===== config.mk =====
export PLATFORM = sky130hd
export DESIGN_NAME = cpu_signature_rule_matcher
export DESIGN_NICKNAME = d
export VERILOG_FILES = /design/src/hdl/csrm_pkg.sv /design/src/hdl/cpu_signature_rule_matcher.sv /design/src/hdl/csrm_ram.sv
export SDC_FILE = /design/constraint.sdc
export NUM_CORES = 2
export LEC_CHECK = 0
export ABC_AREA = 1
export BUFFER_PORTS_ARGS = -buffer_cell sky130_fd_sc_hd__buf_2
export CORE_MARGIN = 1
export CORE_UTILIZATION = 55
export DETAILED_ROUTE_END_ITERATION = 8
export PLACE_DENSITY_LB_ADDON = 0.1
export SLEW_MARGIN = 0
export SYNTH_ARGS = -nofsm -noshare
export SYNTH_HDL_FRONTEND = slang
export SYNTH_SLANG_ARGS = --single-unit

===== constraint.sdc =====
create_clock -name clock -period 16 [get_ports clock]
set_input_delay 3.2 -clock clock [delete_from_list [all_inputs] [get_ports clock]]
set_output_delay 3.2 -clock clock [all_outputs]
set_load 0.005 [all_outputs]

===== src/hdl/csrm_pkg.sv =====
package csrm_pkg;

   // field widths of one input word
   localparam int VENDOR_W   = 32;
   localparam int SIG_W      = 32;
   localparam int FAMILY_W   = 9;
   localparam int MODEL_W    = 8;
   localparam int STEPPING_W = 4;
   localparam int INDEX_W    = 4;

   // req_tdata: vendor_low, vendor_mid, vendor_high, signature, bounds; padded to bytes
   localparam int REQ_DATA_USED = 3 * VENDOR_W + SIG_W + 2 * FAMILY_W + 2 * MODEL_W
                                  + 2 * STEPPING_W;
   localparam int REQ_DATA_W    = ((REQ_DATA_USED + 7) / 8) * 8;

   // rsp_tdata: rule_index, family_out, model_out, stepping_out; padded to bytes
   localparam int RSP_DATA_USED = INDEX_W + FAMILY_W + MODEL_W + STEPPING_W;
   localparam int RSP_DATA_W    = ((RSP_DATA_USED + 7) / 8) * 8;

   typedef enum logic {
      OP_ADD      = 1'b0,
      OP_CLASSIFY = 1'b1
   } op_type;

   typedef enum logic [1:0] {
      ST_MATCH    = 2'd0,
      ST_NO_MATCH = 2'd1,
      ST_ADDED    = 2'd2,
      ST_FULL     = 2'd3
   } status_type;

   // one table row, bounds above the vendor words
   typedef struct packed {
      logic [STEPPING_W-1:0] stp_hi;
      logic [STEPPING_W-1:0] stp_lo;
      logic [MODEL_W-1:0]    mdl_hi;
      logic [MODEL_W-1:0]    mdl_lo;
      logic [FAMILY_W-1:0]   fam_hi;
      logic [FAMILY_W-1:0]   fam_lo;
      logic [VENDOR_W-1:0]   vendor_high;
      logic [VENDOR_W-1:0]   vendor_mid;
      logic [VENDOR_W-1:0]   vendor_low;
   } rule_type;

   localparam int RULE_W = $bits(rule_type);

endpackage


===== src/hdl/cpu_signature_rule_matcher.sv =====
// First-match range rule table for processor signatures.
//
// Input channel (req_*): one word per request. req_tuser selects the
// operation: add a rule, or classify a signature. An add stores the vendor
// words and the family/model/stepping bounds in the next free row, or
// answers "table full" once MAX_RULES rows are in use. A classify decodes
// the signature (family = base + extended, model = extended:base) and
// returns the first row, in insertion order, whose vendor equals and whose
// three ranges all hold the decoded values.
// Result channel (rsp_*): exactly one word per request, in request order.
// Sequence: an accepted add moves to the done step and then loads the output
// register that drives rsp_tvalid. A classify walks the rule memory one row per
// cycle through its registered read port, and stops early when a row matches.
// Throughput: one request at a time; req_tready rises again once the result
// sits in the output register, so the next request is taken while that
// result still waits for rsp_tready.
// Reset: clears the rule count and drops any pending result; the rule
// memory itself is not cleared, rows are read only after being written.
// Receiver stall: the result holds in the output register; the finished
// request waits in its final step until the register frees up.
module cpu_signature_rule_matcher #(
   parameter int MAX_RULES = 16
) (
   input  logic                              clock,
   input  logic                              reset,
   input  logic                              req_tvalid,
   output logic                              req_tready,
   // low to high: vendor_low, vendor_mid, vendor_high, signature, family low
   // bound, family high bound, model low bound, model high bound, stepping
   // low bound, stepping high bound, zero pad
   input  logic [csrm_pkg::REQ_DATA_W-1:0]   req_tdata,
   // operation
   input  logic                              req_tuser,
   output logic                              rsp_tvalid,
   input  logic                              rsp_tready,
   // low to high: rule_index, family_out, model_out, stepping_out, zero pad
   output logic [csrm_pkg::RSP_DATA_W-1:0]   rsp_tdata,
   // status
   output logic [1:0]                        rsp_tuser
);

   import csrm_pkg::*;

   localparam int IW = (MAX_RULES > 1) ? $clog2(MAX_RULES) : 1;
   localparam int CW = $clog2(MAX_RULES + 1);

   typedef enum logic [1:0] {
      S_IDLE,
      S_SCAN,
      S_DONE
   } state_type;

   // unpack the request word
   logic [VENDOR_W-1:0]   req_vendor_low;
   logic [VENDOR_W-1:0]   req_vendor_mid;
   logic [VENDOR_W-1:0]   req_vendor_high;
   logic [SIG_W-1:0]      req_signature;
   rule_type              req_rule;

   assign req_vendor_low  = req_tdata[VENDOR_W-1:0];
   assign req_vendor_mid  = req_tdata[2*VENDOR_W-1:VENDOR_W];
   assign req_vendor_high = req_tdata[3*VENDOR_W-1:2*VENDOR_W];
   assign req_signature   = req_tdata[3*VENDOR_W+SIG_W-1:3*VENDOR_W];
   // the bounds follow in the same order as the row layout
   assign req_rule = rule_type'({req_tdata[REQ_DATA_USED-1:3*VENDOR_W+SIG_W],
                                 req_vendor_high, req_vendor_mid, req_vendor_low});

   // state
   state_type             state_ff, state_in;
   logic [CW-1:0]         count_ff, count_in;
   logic [CW-1:0]         issue_ff, issue_in;
   logic                  pend_ff, pend_in;
   logic [IW-1:0]         pend_idx_ff, pend_idx_in;

   // classify key and decoded signature
   logic [VENDOR_W-1:0]   key_low_ff, key_low_in;
   logic [VENDOR_W-1:0]   key_mid_ff, key_mid_in;
   logic [VENDOR_W-1:0]   key_high_ff, key_high_in;
   logic [FAMILY_W-1:0]   fam_ff, fam_in;
   logic [MODEL_W-1:0]    mod_ff, mod_in;
   logic [STEPPING_W-1:0] step_ff, step_in;

   // finished result waiting for the output register
   status_type            res_status_ff, res_status_in;
   logic [INDEX_W-1:0]    res_index_ff, res_index_in;

   // output register
   logic                  rsp_valid_ff, rsp_valid_in;
   logic [RSP_DATA_W-1:0] rsp_data_ff, rsp_data_in;
   status_type            rsp_status_ff, rsp_status_in;

   // rule memory ports
   logic                  ram_wr_en;
   logic [IW-1:0]         ram_wr_addr;
   logic                  ram_rd_en;
   logic [IW-1:0]         ram_rd_addr;
   logic [RULE_W-1:0]     ram_rd_data;
   rule_type              row;
   logic                  hit;
   logic                  accept;
   logic                  last_row;

   csrm_ram #(
      .WIDTH (RULE_W),
      .DEPTH (MAX_RULES),
      .AW    (IW)
   ) u_rules (
      .clock   (clock),
      .wr_en   (ram_wr_en),
      .wr_addr (ram_wr_addr),
      .wr_data (req_rule),
      .rd_en   (ram_rd_en),
      .rd_addr (ram_rd_addr),
      .rd_data (ram_rd_data)
   );

   assign req_tready = (state_ff == S_IDLE);
   assign accept     = req_tvalid && req_tready;

   // compare the row that came back from the memory against the key
   assign row = rule_type'(ram_rd_data);
   assign hit = (row.vendor_low == key_low_ff) && (row.vendor_mid == key_mid_ff) &&
                (row.vendor_high == key_high_ff) &&
                (fam_ff >= row.fam_lo) && (fam_ff <= row.fam_hi) &&
                (mod_ff >= row.mdl_lo) && (mod_ff <= row.mdl_hi) &&
                (step_ff >= row.stp_lo) && (step_ff <= row.stp_hi);
   assign last_row = (CW'(pend_idx_ff) + CW'(1)) == count_ff;

   always_comb begin
      state_in      = state_ff;
      count_in      = count_ff;
      issue_in      = issue_ff;
      pend_in       = 1'b0;
      pend_idx_in   = pend_idx_ff;
      key_low_in    = key_low_ff;
      key_mid_in    = key_mid_ff;
      key_high_in   = key_high_ff;
      fam_in        = fam_ff;
      mod_in        = mod_ff;
      step_in       = step_ff;
      res_status_in = res_status_ff;
      res_index_in  = res_index_ff;
      rsp_valid_in  = rsp_valid_ff && !rsp_tready;
      rsp_data_in   = rsp_data_ff;
      rsp_status_in = rsp_status_ff;
      ram_wr_en     = 1'b0;
      ram_wr_addr   = count_ff[IW-1:0];
      ram_rd_en     = 1'b0;
      ram_rd_addr   = issue_ff[IW-1:0];

      unique case (state_ff)
         S_IDLE: begin
            if (accept) begin
               key_low_in  = req_vendor_low;
               key_mid_in  = req_vendor_mid;
               key_high_in = req_vendor_high;
               issue_in    = '0;
               state_in    = S_DONE;
               if (op_type'(req_tuser) == OP_ADD) begin
                  fam_in  = '0;
                  mod_in  = '0;
                  step_in = '0;
                  if (count_ff == CW'(MAX_RULES)) begin
                     res_status_in = ST_FULL;
                     res_index_in  = '0;
                  end else begin
                     // append at the next free row
                     ram_wr_en     = 1'b1;
                     res_status_in = ST_ADDED;
                     res_index_in  = INDEX_W'(count_ff);
                     count_in      = count_ff + CW'(1);
                  end
               end else begin
                  fam_in  = FAMILY_W'(req_signature[11:8]) +
                            FAMILY_W'(req_signature[27:20]);
                  mod_in  = {req_signature[19:16], req_signature[7:4]};
                  step_in = req_signature[3:0];
                  res_status_in = ST_NO_MATCH;
                  res_index_in  = '0;
                  if (count_ff != '0) begin
                     state_in = S_SCAN;
                  end
               end
            end
         end
         S_SCAN: begin
            if (pend_ff && hit) begin
               res_status_in = ST_MATCH;
               res_index_in  = INDEX_W'(pend_idx_ff);
               state_in      = S_DONE;
            end else if (pend_ff && last_row) begin
               res_status_in = ST_NO_MATCH;
               res_index_in  = '0;
               state_in      = S_DONE;
            end else if (issue_ff < count_ff) begin
               // advance the read pointer one row per cycle
               ram_rd_en   = 1'b1;
               pend_in     = 1'b1;
               pend_idx_in = issue_ff[IW-1:0];
               issue_in    = issue_ff + CW'(1);
            end
         end
         S_DONE: begin
            if (!rsp_valid_ff || rsp_tready) begin
               rsp_valid_in  = 1'b1;
               rsp_status_in = res_status_ff;
               rsp_data_in   = RSP_DATA_W'({step_ff, mod_ff, fam_ff, res_index_ff});
               state_in      = S_IDLE;
            end
         end
         default: begin
            state_in = S_IDLE;
         end
      endcase
   end

   always_ff @(posedge clock) begin
      if (reset) begin
         state_ff     <= S_IDLE;
         count_ff     <= '0;
         issue_ff     <= '0;
         pend_ff      <= 1'b0;
         rsp_valid_ff <= 1'b0;
      end else begin
         state_ff     <= state_in;
         count_ff     <= count_in;
         issue_ff     <= issue_in;
         pend_ff      <= pend_in;
         rsp_valid_ff <= rsp_valid_in;
      end
      pend_idx_ff   <= pend_idx_in;
      key_low_ff    <= key_low_in;
      key_mid_ff    <= key_mid_in;
      key_high_ff   <= key_high_in;
      fam_ff        <= fam_in;
      mod_ff        <= mod_in;
      step_ff       <= step_in;
      res_status_ff <= res_status_in;
      res_index_ff  <= res_index_in;
      rsp_data_ff   <= rsp_data_in;
      rsp_status_ff <= rsp_status_in;
   end

   assign rsp_tvalid = rsp_valid_ff;
   assign rsp_tdata  = rsp_data_ff;
   assign rsp_tuser  = rsp_status_ff;

   // the table never holds more rows than it has
   a_count_bound: assert property (@(posedge clock) disable iff (reset)
      count_ff <= CW'(MAX_RULES))
      else $error("rule count beyond table size");

   // an accepted request always leaves the idle step
   a_accept_busy: assert property (@(posedge clock) disable iff (reset)
      accept |=> (state_ff != S_IDLE))
      else $error("request accepted but block stayed idle");

   // a successful add grows the table by exactly one row
   a_add_count: assert property (@(posedge clock) disable iff (reset)
      (accept && (req_tuser == OP_ADD) && (count_ff != CW'(MAX_RULES)))
      |=> (count_ff == $past(count_ff) + CW'(1)))
      else $error("add did not advance rule count");

   // a memory read is outstanding only during a scan
   a_pend_scan: assert property (@(posedge clock) disable iff (reset)
      pend_ff |-> (state_ff == S_SCAN))
      else $error("row read outstanding outside scan");

endmodule


===== src/hdl/csrm_ram.sv =====
module csrm_ram #(
   parameter int WIDTH = 8,
   parameter int DEPTH = 16,
   parameter int AW    = (DEPTH > 1) ? $clog2(DEPTH) : 1
) (
   input  logic             clock,
   input  logic             wr_en,
   input  logic [AW-1:0]    wr_addr,
   input  logic [WIDTH-1:0] wr_data,
   input  logic             rd_en,
   input  logic [AW-1:0]    rd_addr,
   output logic [WIDTH-1:0] rd_data
);

   logic [WIDTH-1:0] mem_ff [DEPTH];
   logic [WIDTH-1:0] rd_data_ff;

   always_ff @(posedge clock) begin
      if (wr_en) begin
         mem_ff[wr_addr] <= wr_data;
      end
      if (rd_en) begin
         rd_data_ff <= mem_ff[rd_addr];
      end
   end

   assign rd_data = rd_data_ff;

endmodule


==> reports/results.tsv <==
stage	metric	value	unit
status	status	finished, violations left	
status	violations	design-rule violations	
power	power.switching	3.96	mW
final_layout	seq_area	75400	µm²
sta	timing.final.hold_violations	0	
synth	synth_flop_cell	edfxtp_1	
sta	setup_viol	0	
floorplan	start_util	55.4	%
floorplan	rows	154	
final_layout	area_delta_synth_final	11.3	%
sta	worst_slack	8950	ps
clock_tree	post_cts_buffers	0	
setup_path	crit_buf_inv	4	
synth	synthCells	7062	
clock_tree	clock-sinks	2514	
synth	syn_area	97700	µm²
power	p_int	11.4	mW
sta	slew_violations	0	
place	post-dp-hpwl	128000	µm
drt	routed-via-count	59666	
place	place.gp.congestion	0.810	
final_layout	nFillCells	13237	
power	p_total	15.4	mW
floorplan	fp.dieH	423	µm
drt	antenna_left	0	
setup_path	crit_arrival	7560	ps
global_route	grt_pass1_vias	56411	
sta	tns	0	ps
setup_path	worstSetupStartpointType	primary input	
place	pre_cts_slack	7980	ps
synth	avgSynthCellArea	13.8	µm²
final_layout	final_common_cell	edfxtp_1	
floorplan	pin_count	217	
clock_tree	cts_tree	yes	
synth	synth-warning-count	0	
setup_path	crit_chain	buf_2, inv_1, nand2_1, nor2_4, nand2_1, nor2_4, buf_4, buf_4	
clock_tree	ctsHoldBuffers	0	
clock_tree	cts-root-buf	clkbuf_16	
power	power.share.combinational	13.2	%
synth	synth_cell_types	44	
final_layout	drive_above_1_share	8.91	%
place	placed_area	101000	µm²
sta	final.min_clock_period	7050	ps
synth	ys_seq_area_share	77.1	%
final_layout	final_cell_mix	edfxtp_1 (2500), nor2_1 (1326), o21ai_0 (1190)	
sta	slew_headroom	19.9	%
clock_tree	clk_latency	910	ps
global_route	grt_max_degree	203	
hold_path	hp-class	flip-flop to flip-flop	
final_layout	fin_area	109000	µm²
synth	ys_ff_latch	2514	
power	p_leak	35.8	nW
global_route	grt_overflow	0	
place	place_inst	9228	
run	cap_viol_max_count	0	
global_route	grt_pass1_wl	372000	µm
synth	synth-edff-count	2500	
power	seqPwrFrac	49.2	%
drt	wire_per_inst	26.3	µm
global_route	grt_usage	28.1	%
drt	avgViaCountPerCell	6.16	
global_route	grt_antenna_before_repair	42	
drt	drc	32	
setup_path	max_stage_delay	940	ps
setup_path	critical_path.slowest_cell	buf_4	
floorplan	die_w	423	µm
power	power_density	141	nW/µm²
setup_path	crit_path_end_kind	flip-flop	
clock_tree	ctsHtreeMaxLevel	5	
clock_tree	path_clk_slew	60	ps
clock_tree	cts.path.max_buffers	4	
floorplan	core_area	176000	µm²
floorplan	floorplan.die_area	179000	µm²
setup_path	crit_fanout	48	
power	ir_drop	135	µV
clock_tree	numCtsBuffers	276	
setup_path	critPathRequiredTime	16510	ps
drt	drt_iter0_markers	6840	
power	pwr-share-clk	37.6	%
setup_path	critical_path_class	primary input to flip-flop	
synth	synthArstFlopShare	0	%
sta	fin_worst_skew	45.8	ps
final_layout	multiInputGateArea	19800	µm²
drt	drt_first_pass_iters	8	
place	portBuffers	195	
sta	tightestPinTransition	1200	ps
drt	routed_wl	255000	µm
setup_path	crit_family	buffers and inverters	
final_layout	finalNetCount	7404	
sta	finalCritPeriodShare	44.1	%
sta	rsz0062_at_grt	no	
sta	max_clock_freq	142	MHz
clock_tree	post_cts_resized	0	
power	swShare	25.8	%
final_layout	instances_no_fill	9685	
-- routing by layer --
metal | wire length [µm] | GRT usage (%) | up-vias
li1 | - | - | 26687
met1 | 107000 | 39.9 | 30107
met2 | 121000 | 45.2 | 2404
met3 | 19000 | 4.23 | 442
met4 | 7250 | 8.82 | 26
met5 | 173 | 0 | -
-- cell type report --
type,count,area share [%]
Sequential cell,2514,69.3
Tap cell,2340,2.69
Antenna cell,15,0.0345
Clock buffer,338,6.67
Timing Repair Buffer,289,1.66
Multi-Input combinational cell,3872,18.2
Inverter,213,0.776
Clock inverter,104,0.671
-- worst paths after layout --
check                            startpoint                               to  slack, ps  cells past startpoint
setup / recovery                  req_tuser  u_rules.mem_ff[3][30]$_DFFE_PP_       8950                      8
hold reg to reg   res_index_ff[1]$_DFFE_PP_           rsp_tdata[1]$_DFFE_PP_        420                      0
setup reg to reg   count_ff[0]$_SDFFE_PP0P_  u_rules.mem_ff[3][30]$_DFFE_PP_      11160                      9
hold / removal    res_index_ff[1]$_DFFE_PP_           rsp_tdata[1]$_DFFE_PP_        420                      0
-- Yosys cell counts (2+ instances only) --
library cell	number	area, µm²
edfxtp_1	2500	75100
nor2_1	1342	5040
o21ai_0	1190	5960
o22ai_1	352	2200
clkbuf_1	335	1260
nand2_1	291	1090
o221ai_1	245	2150
inv_1	209	785
o211ai_1	97	728
buf_2	96	480
nand3_1	91	455
o21ai_1	82	410
ha_1	56	701
a21oi_1	35	175
buf_1	25	93.8
xnor2_1	18	158
dfxtp_1	14	280
buf_4	12	90.1
nand4_1	10	62.6
xor2_1	9	78.8
mux2i_1	6	60.1
nor3_1	6	30.0
nor2_2	5	31.3
o32ai_1	5	43.8
inv_2	3	11.3
o21a_1	3	22.5
o31ai_1	3	22.5
or2_2	3	18.8
nand2_4	2	22.5
nand3b_1	2	15.0
o2111ai_1	2	17.5
-- sequential cells by signal, summed over array words and instances, names as in the netlist, 5 cells and up --
name / flops
count_ff: 5
fam_ff: 9
issue_ff: 5
key_high_ff: 32
key_low_ff: 32
key_mid_ff: 32
mod_ff: 8
rsp_tdata: 25
u_rules.mem_ff: 2208
u_rules.rd_data: 138
-- cell families (layout without fill, tap and decap cells) --
logic type,after synthesis,in the layout,synth area share [%]
flip-flops,2514,2514,77.1
AO/OA/AOI/OAI,2018,2018,12.0
AND/OR/NAND/NOR,1757,1757,6.99
buffers and inverters,682,944,2.80
adder cells (fa/ha/maj),57,57,0.738
XOR/XNOR,27,27,0.242
multiplexers,6,6,0.0615
other,1,22,0.00384
-- through the flow --
stage,utilization [%],hold WS [ps]
after floorplan,-,400
after global placement,57.1,403
after detailed placement,57.1,405
after CTS,61.7,416
after global routing,61.7,423
final,61.7,416
-- worst reg2reg max path, cell delays in order (launching register included) --
cell,delay (ps)
dfxtp_1,460
inv_1,150
ha_1,260
nand3_1,170
nand2_1,130
nor2_4,220
nand2_1,270
nor2_4,890
buf_4,960
buf_4,870
-- power groups by stage --
stage / sequential, mW / clock [mW] / combinational, mW
6_report: 7.56 / 5.77 / 2.03
3_3_place_gp: 7.69 / 0 / 1.98
5_1_grt: 7.57 / 6.08 / 2.24
3_5_place_dp: 7.70 / 0 / 2.01
4_1_cts: 7.56 / 5.84 / 2.02
2_1_floorplan: 7.67 / 0 / 1.35
No activity file was read; power rests on OpenSTA's default activity.
